--- src/design/tpsp_pkg.sv ---
`timescale 1ns / 1ps

package tpsp_pkg;

   localparam int TABLE_DEPTH_DEF = 256;
   localparam int DUTY_FULL_DEF   = 1000;

   localparam int ANGLE_W    = 16;
   localparam int AMP_W      = 16;
   localparam int LEVEL_W    = 16;
   localparam int DUTY_W     = 11;
   localparam int TURN_W     = ANGLE_W + 1;
   localparam int NUM_PHASES = 3;

   typedef logic [TURN_W-1:0] turn_type;
   typedef logic [LEVEL_W-1:0] level_type;

   localparam turn_type THIRD_TURN     = 17'd21845;
   localparam turn_type TWO_THIRD_TURN = 17'd43691;

   localparam turn_type PHASE_OFFSET [NUM_PHASES] = '{17'd0, THIRD_TURN, TWO_THIRD_TURN};
   localparam logic     PHASE_STEP   [NUM_PHASES] = '{1'b0, 1'b1, 1'b1};

   localparam logic [63:0] Q30_ONE     = 64'd1073741824;
   localparam logic [63:0] HALF_PI_Q30 = 64'd1686629713;

   typedef struct packed {
      logic idx_en;
      logic rom_en;
      logic mul_en;
      logic out_en;
   } stage_en_type;

   // Offset sine entry, (1 + sin)/2 * full duty, from a Q32 phase of the turn.
   function automatic level_type sine_rom_entry(input logic [63:0] ph,
                                                input logic [63:0] duty_full);
      logic [1:0]  q;
      logic [63:0] r;
      logic [63:0] x;
      logic [63:0] x2;
      logic [63:0] t;
      logic [63:0] s;
      logic [63:0] v;
      logic [63:0] scaled;
      q = ph[31:30];
      r = ph & (Q30_ONE - 64'd1);
      if (q[0]) begin
         r = Q30_ONE - r;
      end
      x  = (r * HALF_PI_Q30) >> 30;
      x2 = (x * x) >> 30;
      t  = Q30_ONE - x2 / 64'd110;
      t  = Q30_ONE - ((x2 * t) >> 30) / 64'd72;
      t  = Q30_ONE - ((x2 * t) >> 30) / 64'd42;
      t  = Q30_ONE - ((x2 * t) >> 30) / 64'd20;
      t  = Q30_ONE - ((x2 * t) >> 30) / 64'd6;
      s  = (x * t) >> 30;
      if (s > Q30_ONE) begin
         s = Q30_ONE;
      end
      v = q[1] ? (Q30_ONE - s) : (Q30_ONE + s);
      scaled = (v * duty_full) >> 31;
      return scaled[LEVEL_W-1:0];
   endfunction

endpackage

--- src/design/tpsp_req_if.sv ---
`timescale 1ns / 1ps

interface tpsp_req_if;
   logic                           valid;
   logic                           ready;
   logic [tpsp_pkg::ANGLE_W-1:0]   angle;
   logic [tpsp_pkg::AMP_W-1:0]     amplitude;

   modport source (output valid, output angle, output amplitude, input ready);
   modport sink   (input valid, input angle, input amplitude, output ready);
endinterface

--- src/design/tpsp_rsp_if.sv ---
`timescale 1ns / 1ps

interface tpsp_rsp_if;
   logic                          valid;
   logic                          ready;
   logic [tpsp_pkg::DUTY_W-1:0]   duty_a;
   logic [tpsp_pkg::DUTY_W-1:0]   duty_b;
   logic [tpsp_pkg::DUTY_W-1:0]   duty_c;

   modport source (output valid, output duty_a, output duty_b, output duty_c, input ready);
   modport sink   (input valid, input duty_a, input duty_b, input duty_c, output ready);
endinterface

--- src/design/three_phase_sine_pwm_unit.sv ---
`timescale 1ns / 1ps

// Three-phase sine PWM compare generator. Each request beat carries an electrical angle
// (65536 is one turn) and an amplitude in unsigned Q1.15; the response beat carries three
// compare values for phases A, B and C, one third of a turn apart, each the offset sine
// table entry scaled by the amplitude and saturated at twice the full duty. A new beat is
// taken every cycle unless a held response stalls the stages, and each result passes through
// the four-stage pipeline: index arithmetic, a registered read of the sine table with one
// port per phase, the amplitude multiply and the saturating output register. Stages only
// stall behind a held response, so bubbles are squeezed out. The table is fixed when the
// design is built, so there is no start-up pass after reset.
module three_phase_sine_pwm_unit #(
   parameter int TABLE_DEPTH = tpsp_pkg::TABLE_DEPTH_DEF,
   parameter int DUTY_FULL   = tpsp_pkg::DUTY_FULL_DEF
) (
   input  logic          clock,
   input  logic          reset,
   tpsp_req_if.sink      req_bus,
   tpsp_rsp_if.source    rsp_bus
);

   localparam int IDX_W = $clog2(TABLE_DEPTH);

   tpsp_pkg::stage_en_type en;

   logic v1_ff, v2_ff, v3_ff, v4_ff;
   logic v1_in, v2_in, v3_in, v4_in;
   logic [tpsp_pkg::AMP_W-1:0] amp1_ff;
   logic [tpsp_pkg::AMP_W-1:0] amp2_ff;

   logic [tpsp_pkg::NUM_PHASES-1:0][IDX_W-1:0]             idx;
   logic [tpsp_pkg::NUM_PHASES-1:0][tpsp_pkg::LEVEL_W-1:0] level;
   logic [tpsp_pkg::NUM_PHASES-1:0][tpsp_pkg::DUTY_W-1:0]  duty;

   always_comb begin
      en.out_en = !v4_ff || rsp_bus.ready;
      en.mul_en = !v3_ff || en.out_en;
      en.rom_en = !v2_ff || en.mul_en;
      en.idx_en = !v1_ff || en.rom_en;
      v1_in = en.idx_en ? req_bus.valid : v1_ff;
      v2_in = en.rom_en ? v1_ff : v2_ff;
      v3_in = en.mul_en ? v2_ff : v3_ff;
      v4_in = en.out_en ? v3_ff : v4_ff;
   end

   always_ff @(posedge clock) begin
      if (reset) begin
         v1_ff <= 1'b0;
         v2_ff <= 1'b0;
         v3_ff <= 1'b0;
         v4_ff <= 1'b0;
      end else begin
         v1_ff <= v1_in;
         v2_ff <= v2_in;
         v3_ff <= v3_in;
         v4_ff <= v4_in;
      end
   end

   always_ff @(posedge clock) begin
      if (en.idx_en) begin
         amp1_ff <= req_bus.amplitude;
      end
      if (en.rom_en) begin
         amp2_ff <= amp1_ff;
      end
   end

   tpsp_index #(
      .TABLE_DEPTH (TABLE_DEPTH)
   ) u_index (
      .clock (clock),
      .en    (en),
      .angle (req_bus.angle),
      .idx   (idx)
   );

   tpsp_rom #(
      .TABLE_DEPTH (TABLE_DEPTH),
      .DUTY_FULL   (DUTY_FULL)
   ) u_rom (
      .clock (clock),
      .en    (en),
      .idx   (idx),
      .level (level)
   );

   for (genvar g = 0; g < tpsp_pkg::NUM_PHASES; g++) begin : g_scale
      tpsp_scale #(
         .DUTY_FULL (DUTY_FULL)
      ) u_scale (
         .clock     (clock),
         .en        (en),
         .amplitude (amp2_ff),
         .level     (level[g]),
         .duty      (duty[g])
      );
   end

   assign req_bus.ready  = en.idx_en;
   assign rsp_bus.valid  = v4_ff;
   assign rsp_bus.duty_a = duty[0];
   assign rsp_bus.duty_b = duty[1];
   assign rsp_bus.duty_c = duty[2];

endmodule

--- src/design/tpsp_index.sv ---
`timescale 1ns / 1ps

module tpsp_index #(
   parameter int TABLE_DEPTH = tpsp_pkg::TABLE_DEPTH_DEF
) (
   input  logic                                             clock,
   input  tpsp_pkg::stage_en_type                           en,
   input  logic [tpsp_pkg::ANGLE_W-1:0]                     angle,
   output logic [tpsp_pkg::NUM_PHASES-1:0][$clog2(TABLE_DEPTH)-1:0] idx
);

   localparam int IDX_W  = $clog2(TABLE_DEPTH);
   localparam int DW     = $clog2(TABLE_DEPTH + 1);
   localparam int PROD_W = tpsp_pkg::TURN_W + DW;
   localparam int POS_W  = DW + 1;

   logic [tpsp_pkg::NUM_PHASES-1:0][IDX_W-1:0] idx_ff;
   logic [tpsp_pkg::NUM_PHASES-1:0][IDX_W-1:0] idx_in;

   for (genvar g = 0; g < tpsp_pkg::NUM_PHASES; g++) begin : g_phase
      tpsp_pkg::turn_type  sum;
      logic [PROD_W-1:0]   prod;
      logic [POS_W-1:0]    pos;
      logic [POS_W-1:0]    stepped;
      logic [POS_W-1:0]    wrapped;

      always_comb begin
         sum     = tpsp_pkg::turn_type'(angle) + tpsp_pkg::PHASE_OFFSET[g];
         prod    = PROD_W'(sum) * PROD_W'(TABLE_DEPTH);
         pos     = prod[PROD_W-1:tpsp_pkg::ANGLE_W];
         stepped = pos + POS_W'(tpsp_pkg::PHASE_STEP[g]);
         if (stepped >= POS_W'(TABLE_DEPTH)) begin
            wrapped = stepped - POS_W'(TABLE_DEPTH);
         end else begin
            wrapped = stepped;
         end
         idx_in[g] = wrapped[IDX_W-1:0];
      end
   end

   always_ff @(posedge clock) begin
      if (en.idx_en) begin
         idx_ff <= idx_in;
      end
   end

   assign idx = idx_ff;

endmodule

--- src/design/tpsp_rom.sv ---
`timescale 1ns / 1ps

module tpsp_rom #(
   parameter int TABLE_DEPTH = tpsp_pkg::TABLE_DEPTH_DEF,
   parameter int DUTY_FULL   = tpsp_pkg::DUTY_FULL_DEF
) (
   input  logic                                                     clock,
   input  tpsp_pkg::stage_en_type                                   en,
   input  logic [tpsp_pkg::NUM_PHASES-1:0][$clog2(TABLE_DEPTH)-1:0] idx,
   output logic [tpsp_pkg::NUM_PHASES-1:0][tpsp_pkg::LEVEL_W-1:0]   level
);

   tpsp_pkg::level_type rom_tbl [TABLE_DEPTH];
   logic [tpsp_pkg::NUM_PHASES-1:0][tpsp_pkg::LEVEL_W-1:0] level_ff;

   for (genvar g = 0; g < TABLE_DEPTH; g++) begin : g_entry
      localparam logic [63:0] Ph = (64'(g) << 32) / TABLE_DEPTH;
      assign rom_tbl[g] = tpsp_pkg::sine_rom_entry(Ph, 64'(DUTY_FULL));
   end

   for (genvar p = 0; p < tpsp_pkg::NUM_PHASES; p++) begin : g_port
      always_ff @(posedge clock) begin
         if (en.rom_en) begin
            level_ff[p] <= rom_tbl[idx[p]];
         end
      end
   end

   assign level = level_ff;

endmodule

--- src/design/tpsp_scale.sv ---
`timescale 1ns / 1ps

module tpsp_scale #(
   parameter int DUTY_FULL = tpsp_pkg::DUTY_FULL_DEF
) (
   input  logic                          clock,
   input  tpsp_pkg::stage_en_type        en,
   input  logic [tpsp_pkg::AMP_W-1:0]    amplitude,
   input  logic [tpsp_pkg::LEVEL_W-1:0]  level,
   output logic [tpsp_pkg::DUTY_W-1:0]   duty
);

   localparam int PROD_W   = tpsp_pkg::AMP_W + tpsp_pkg::LEVEL_W;
   localparam int SCALED_W = PROD_W - 15;
   localparam logic [SCALED_W-1:0] LIMIT = SCALED_W'(2 * DUTY_FULL);

   logic [PROD_W-1:0]          prod_ff;
   logic [PROD_W-1:0]          prod_in;
   logic [SCALED_W-1:0]        scaled;
   logic [tpsp_pkg::DUTY_W-1:0] duty_ff;
   logic [tpsp_pkg::DUTY_W-1:0] duty_in;

   always_comb begin
      prod_in = PROD_W'(amplitude) * PROD_W'(level);
      scaled  = prod_ff[PROD_W-1:15];
      if (scaled > LIMIT) begin
         duty_in = LIMIT[tpsp_pkg::DUTY_W-1:0];
      end else begin
         duty_in = scaled[tpsp_pkg::DUTY_W-1:0];
      end
   end

   always_ff @(posedge clock) begin
      if (en.mul_en) begin
         prod_ff <= prod_in;
      end
      if (en.out_en) begin
         duty_ff <= duty_in;
      end
   end

   assign duty = duty_ff;

endmodule

--- src/flat_wrapper.sv ---
// flat-port wrapper written by rule: the top's interface ports become plain ports
module three_phase_sine_pwm_unit_flat 
#(
   parameter int TABLE_DEPTH = tpsp_pkg::TABLE_DEPTH_DEF,
   parameter int DUTY_FULL   = tpsp_pkg::DUTY_FULL_DEF
)
  (clock, reset, req_bus_valid, req_bus_angle, req_bus_amplitude, req_bus_ready, rsp_bus_valid, rsp_bus_duty_a, rsp_bus_duty_b, rsp_bus_duty_c, rsp_bus_ready);
  tpsp_req_if req_bus_i ();
  tpsp_rsp_if rsp_bus_i ();
  input  logic clock;
  input  logic reset;
  input wire logic [$bits(req_bus_i.valid)-1:0] req_bus_valid;
  input wire logic [$bits(req_bus_i.angle)-1:0] req_bus_angle;
  input wire logic [$bits(req_bus_i.amplitude)-1:0] req_bus_amplitude;
  output wire logic [$bits(req_bus_i.ready)-1:0] req_bus_ready;
  output wire logic [$bits(rsp_bus_i.valid)-1:0] rsp_bus_valid;
  output wire logic [$bits(rsp_bus_i.duty_a)-1:0] rsp_bus_duty_a;
  output wire logic [$bits(rsp_bus_i.duty_b)-1:0] rsp_bus_duty_b;
  output wire logic [$bits(rsp_bus_i.duty_c)-1:0] rsp_bus_duty_c;
  input wire logic [$bits(rsp_bus_i.ready)-1:0] rsp_bus_ready;
  assign req_bus_i.valid = req_bus_valid;
  assign req_bus_i.angle = req_bus_angle;
  assign req_bus_i.amplitude = req_bus_amplitude;
  assign req_bus_ready = req_bus_i.ready;
  assign rsp_bus_valid = rsp_bus_i.valid;
  assign rsp_bus_duty_a = rsp_bus_i.duty_a;
  assign rsp_bus_duty_b = rsp_bus_i.duty_b;
  assign rsp_bus_duty_c = rsp_bus_i.duty_c;
  assign rsp_bus_i.ready = rsp_bus_ready;
  three_phase_sine_pwm_unit #(.TABLE_DEPTH(TABLE_DEPTH), .DUTY_FULL(DUTY_FULL)) u_core (.clock(clock), .reset(reset), .req_bus(req_bus_i), .rsp_bus(rsp_bus_i));
endmodule
--- config.mk ---
export PLATFORM = sky130hd
export DESIGN_NAME = three_phase_sine_pwm_unit_flat
export DESIGN_NICKNAME = d
export VERILOG_FILES = /design/src/design/tpsp_pkg.sv /design/src/design/tpsp_req_if.sv /design/src/design/tpsp_rsp_if.sv /design/src/design/three_phase_sine_pwm_unit.sv /design/src/design/tpsp_index.sv /design/src/design/tpsp_rom.sv /design/src/design/tpsp_scale.sv /design/src/flat_wrapper.sv
export SDC_FILE = /design/constraint.sdc
export NUM_CORES = 2
export LEC_CHECK = 0
export CAP_MARGIN = 20
export CORE_ASPECT_RATIO = 2
export CORE_MARGIN = 2
export CORE_UTILIZATION = 45
export DETAILED_ROUTE_END_ITERATION = 6
export DONT_BUFFER_PORTS = 1
export GPL_ROUTABILITY_DRIVEN = 0
export PLACE_DENSITY = 0.7
export RECOVER_POWER = 50
export SLEW_MARGIN = 40
export SYNTH_ARGS = -nofsm -noshare
export SYNTH_HDL_FRONTEND = slang
export SYNTH_HIERARCHICAL = 1
export SYNTH_SLANG_ARGS = --single-unit
--- constraint.sdc ---
create_clock -name clock -period 15.8 [get_ports clock]
set_input_delay 0 -clock clock [delete_from_list [all_inputs] [get_ports clock]]
set_output_delay 0 -clock clock [all_outputs]
set_load 0.02 [all_outputs]
==> results.md <==
Run status:
- The run finished, with violations left.
- The final reports fail on capacitance limit, slew limit.

Global route:
- The wire length of the first global-routing pass is between 150000 and 200000 um.
- The pin count of the biggest net entering global routing is between 90 and 100.
- The initial antenna violation count is 3.
- The leftover overflow at the end of global routing is 0.
- The via count of the first global-routing pass is roughly 34000.
- In the global route stage, overall resource usage came out at 25.9%.

Timing:
- The sum of negative setup slack is 0 ns.
- The measured slew at the worst slew-check pin is 3.33 ns.
- The worst slew slack as a fraction of its limit is -122%.
- The share of the clock period used by the worst path is 43.3%.
- The clock period minus worst slack is about 7 ns.
- The maximum clock frequency is 146 MHz.
- Setup repair after global routing left no endpoint under its margin.
- On the final layout, the worst hold slack is about 0.034 ns.
- Setup violations remaining at the end of the flow were counted as 0.
- The total count of max-transition violations in the final report is about 180.
- The count of endpoints failing hold in the final timing report was 0.
- Between clock sinks in the finished design, the worst skew comes to 0.0211 ns.

Setup path:
- The origin of the critical flop-to-flop path is u_core/amp2_ff[11].
- The critical path in this run is classified as flip-flop to flip-flop.
- Counting stages on the worst path, the most repeated cell is sky130_fd_sc_hd__fa_1.
- The kind of capture point of the worst setup path is a flip-flop.
- The required time at the endpoint of the critical path is ~16 ns.
- The endpoint arrival time on the critical path is between 7 and 8 ns.
- The peak fanout along the critical path is 28.
- Traced cell by cell, the critical path runs through buf_4 -> nand2_1 -> fa_1 -> fa_1 -> fa_1 -> inv_1 -> fa_1 -> fa_1 -> inv_1 -> fa_1 -> inv_1 -> ha_1 -> nand4_2 -> o22ai_1 -> a211oi_1 -> o22ai_2 -> a211o_4 -> a21oi_2 -> o21ai_0 -> xor2_1.
- For this run, the slowest stage of the critical path takes between 0.8 and 0.9 ns.
- The slowest cell on the critical path is sky130_fd_sc_hd__edfxtp_1.
- Tracing the worst setup path back leads to its startpoint at u_core/amp2_ff[11].
- Together, buffers and inverters on the worst path number 4.
- The kind of start point of the critical path is a flip-flop.
- The cell family contributing the most delay on the critical path is adder cells.

Synthesis:
- The Yosys warning count is 6.
- The per-instance average area after synthesis is 8.76 um2.
- Summing the areas of all compound-gate instances in the mapped netlist gives between 10% and 20% of the synthesized area.
- Counting flops with a built-in enable in the synthesized netlist gives 170.
- Counting flops with an async set or reset pin after synthesis yields a share of 0%.
- The most used flip-flop cell after synthesis is sky130_fd_sc_hd__edfxtp_1.
- Of the total synthesized cell area, the portion taken by XOR and XNOR cells is about 1.8%.
- The cell area after technology mapping is approximately 39000 um2.
- In the synthesized netlist, mux cells make up approximately 1.2% of the area.
- Yosys mapped the design onto 111 distinct sky130hd cell types.
- After Yosys synthesis, and, or, nand and nor cells account for between 10% and 20% of the synthesized area.
- The count of state elements after synthesis is 174.
- After synthesis, the largest family of logic cells by area is adder cells.
- Counting every instance in the synthesized netlist gives 4404.
- After Yosys synthesis, full adders, half adders and majority gates account for a little over two fifths of the synthesized area.
- The fraction of the yosys area taken by sequential cells is 13.4%.

Floorplan:
- 71 I/O pins were placed.
- The floorplan has approximately 150 rows.
- In this run the horizontal extent of the chip is ~210 um.
- The area of the die is 88200 um2.
- The initial standard-cell utilization of the core is a little under half.
- In this run the vertical extent of the chip is 418 um.
- After floorplanning, the core was sized to cover about 85000 um2.

Finish:
- The share of cells above drive strength 1 is 3.94%.
- The post-route non-filler standard cell count is 5338.
- The post-synthesis to final-layout area growth is 3.67%.
- The filler cells instantiated in the layout total approximately 8000.
- The number of antenna diodes in the final layout is 0.
- In the final design database the tool counted approximately 5200 nets.

Clock tree:
- The clock-pin slew reported for the worst setup and hold paths after clock tree synthesis is 0.09 ns.
- The clock net in this run drives a total of between 150 and 200 sinks.
- TritonCTS built the clock tree.
- The H-tree was split into 4 levels.
- The number of clock buffers added by TritonCTS is 17.
- Clock latency on the worst-skew pair, taken at its later pin, is about 0.53 ns.
- The number of buffers added for setup after CTS is 0.
- The clock root buffer master is sky130_fd_sc_hd__clkbuf_16.
- The longest clock path from root to sink contains 2 buffers.

Place:
- Input and output buffers added on the ports amount to 0.
- The half-perimeter wire length of the detailed placement result is a little over 80000 um.
- Once placement completed, the tool counted placed cells totaling around 5300.

Detailed routing:
- The pre-antenna-repair detailed-routing pass consisted of 7 iterations.
- After detailed routing, the average wire length per cell comes to between 20 and 25 um.
- The DRC violations left is 0.
- The number of vias per cell is roughly 6.0.
- The number of nets with antenna violations after detailed routing is 0.
- In this run, the number of DRC markers left after iteration 0 of detailed routing was about 3300.
- The detailed-route wire length is 111000 um.
- The count of vias placed by the detailed router is about 32000.

Min path:
- In this run the most critical hold path is launched from req_bus_angle[8].
- The tightest min-delay check is of the input pin to flip-flop type.

Flow run:
- The number of violations of the max-capacitance limit is 4.
cells in the mapped netlist, types with 9 or more instances:
master                      count  share of area, %
sky130_fd_sc_hd__or2_2         25              0.41
sky130_fd_sc_hd__mux2i_1       15              0.39
sky130_fd_sc_hd__edfxtp_1     170                13
sky130_fd_sc_hd__o21bai_1      11              0.21
sky130_fd_sc_hd__and3_1        13              0.21
sky130_fd_sc_hd__o22ai_1       24              0.39
sky130_fd_sc_hd__nor4_1        13              0.21
sky130_fd_sc_hd__buf_1         14              0.14
sky130_fd_sc_hd__nor3_1        45              0.58
sky130_fd_sc_hd__fa_1         579                30
sky130_fd_sc_hd__o221ai_1      11              0.25
sky130_fd_sc_hd__a21o_1        22              0.43
sky130_fd_sc_hd__a211oi_1      39              0.76
sky130_fd_sc_hd__o21ai_1       20              0.26
sky130_fd_sc_hd__mux4_2        11              0.64
sky130_fd_sc_hd__nor2_1       132               1.3
sky130_fd_sc_hd__o21ai_0      145               1.9
sky130_fd_sc_hd__nand4_1       15              0.24
sky130_fd_sc_hd__xnor2_1       50               1.1
sky130_fd_sc_hd__a221oi_1      24              0.54
sky130_fd_sc_hd__o31ai_1       12              0.23
sky130_fd_sc_hd__o311ai_0       9              0.20
sky130_fd_sc_hd__inv_1        732               7.1
sky130_fd_sc_hd__a211o_1       10              0.23
sky130_fd_sc_hd__or3_1          9              0.15
sky130_fd_sc_hd__a21oi_1      232               3.0
sky130_fd_sc_hd__o2111ai_1     10              0.23
sky130_fd_sc_hd__nand3_1       52              0.67
sky130_fd_sc_hd__nor2b_1       35              0.57
sky130_fd_sc_hd__buf_2         65              0.84
sky130_fd_sc_hd__xor2_1        29              0.66
sky130_fd_sc_hd__clkbuf_1     144               1.4
sky130_fd_sc_hd__ha_1         367                12
sky130_fd_sc_hd__nand2_1      599               5.8
sky130_fd_sc_hd__buf_4         24              0.47
sky130_fd_sc_hd__o211ai_1      38              0.74
sky130_fd_sc_hd__a31oi_1       29              0.47
sky130_fd_sc_hd__a2111oi_0     11              0.25
sky130_fd_sc_hd__a311oi_1      17              0.39
sky130_fd_sc_hd__nand2b_1      38              0.62
sky130_fd_sc_hd__and2_1       366               5.9
sky130_fd_sc_hd__o21a_1        13              0.25
routing by layer:
| layer | routed length, um | vias up | part of all wire (%) | global-route usage, % |
|---|---|---|---|---|
| met3 | 6900 | 568 | 6.2 | 3.57 |
| met5 | 16 | - | 0.014 | 0 |
| met4 | 8500 | 2 | 7.6 | 18.2 |
| met2 | 58600 | 1651 | 53 | 47.4 |
| li1 | - | 14019 | - | - |
| met1 | 37400 | 15691 | 34 | 26.8 |
cells in the final DEF, fill, tap and decap left out, types with 25 or more instances in the layout:
cell	synthesis	final
sky130_fd_sc_hd__o211ai_1	38	38
sky130_fd_sc_hd__nand2b_1	38	37
sky130_fd_sc_hd__nand2_1	599	599
sky130_fd_sc_hd__ha_1	367	367
sky130_fd_sc_hd__fa_1	579	579
sky130_fd_sc_hd__a21oi_1	232	232
sky130_fd_sc_hd__nand3_1	52	52
sky130_fd_sc_hd__xor2_1	29	29
sky130_fd_sc_hd__nor2_1	132	132
sky130_fd_sc_hd__xnor2_1	50	50
sky130_fd_sc_hd__inv_1	732	732
sky130_fd_sc_hd__or2_2	25	25
sky130_fd_sc_hd__a211oi_1	39	38
sky130_fd_sc_hd__dlygate4sd3_1	0	29
sky130_fd_sc_hd__a31oi_1	29	29
sky130_fd_sc_hd__nor3_1	45	45
sky130_fd_sc_hd__o21ai_0	145	147
sky130_fd_sc_hd__buf_4	24	35
sky130_fd_sc_hd__nor2b_1	35	35
sky130_fd_sc_hd__o22ai_1	24	25
sky130_fd_sc_hd__edfxtp_1	170	170
sky130_fd_sc_hd__and2_1	366	366
worst min-delay path: cells and delay by family:
| family | cells | cell delay [ns] |
|---|---|---|
| simple gates | 3 | 0.30 |
| compound gates | 1 | 0.08 |
logic make-up after synthesis:
logic type,Yosys count
AO/OA/AOI/OAI,786
adder cells (fa/ha/maj),947
XOR/XNOR,79
other,1
flip-flops,174
multiplexers,32
buffers and inverters,996
AND/OR/NAND/NOR,1389
repair_timing:
item,4_1_cts,5_1_grt
endpoints found under the hold margin,44,0
hold buffers,29,0
gates resized for setup,0,0
registers in the layout, summed over array words and instances (netlist names):
name                            flops
u_core/g_scale.u_scale/prod_ff     51
u_core/g_scale.u_scale/duty        33
u_core/u_rom/level                 30
u_core/u_index/idx                 24
u_core/amp1_ff                     16
u_core/amp2_ff                     16
u_core/rsp_bus.valid                1
u_core/v1_ff                        1
u_core/v2_ff                        1
u_core/v3_ff                        1
metrics by stage:
step / area, um2 / worst slack (ns) / utilization, %
floorplan: 38600 / 9.79 / -
global placement: 39100 / 9.06 / 46.1
detailed placement: 39100 / 8.94 / 46.1
CTS: 40000 / 8.92 / 47.1
global route: 40000 / 8.61 / 47.1
finish: 40000 / 8.96 / 47.1
path summary, 6_finish.rpt:
check	slack, ns	endpoint	depth (start not counted)
setup / recovery	8.96	u_core/g_scale[2].u_scale/prod_ff[25]	20
hold / removal	0.03	u_core/u_index/idx[13]	4
setup reg to reg	8.96	u_core/g_scale[2].u_scale/prod_ff[25]	20
hold reg to reg	0.42	u_core/amp2_ff[1]	0
area by class of cell:
class | instances | area, um2 | share of cell area [%]
multi-input cells | 3251 | 29500 | 73.7
well taps | 1071 | 1340 | 3.35
inverters | 739 | 2770 | 6.94
repair buffers | 71 | 613 | 1.53
clock inverters | 15 | 180 | 0.451
flip-flops and latches | 174 | 5180 | 13.0
clock buffers | 17 | 425 | 1.06
Power is left out: the tool's default activity adds up to more than one toggle a clock period on the data nets, which glitch-free logic cannot reach.
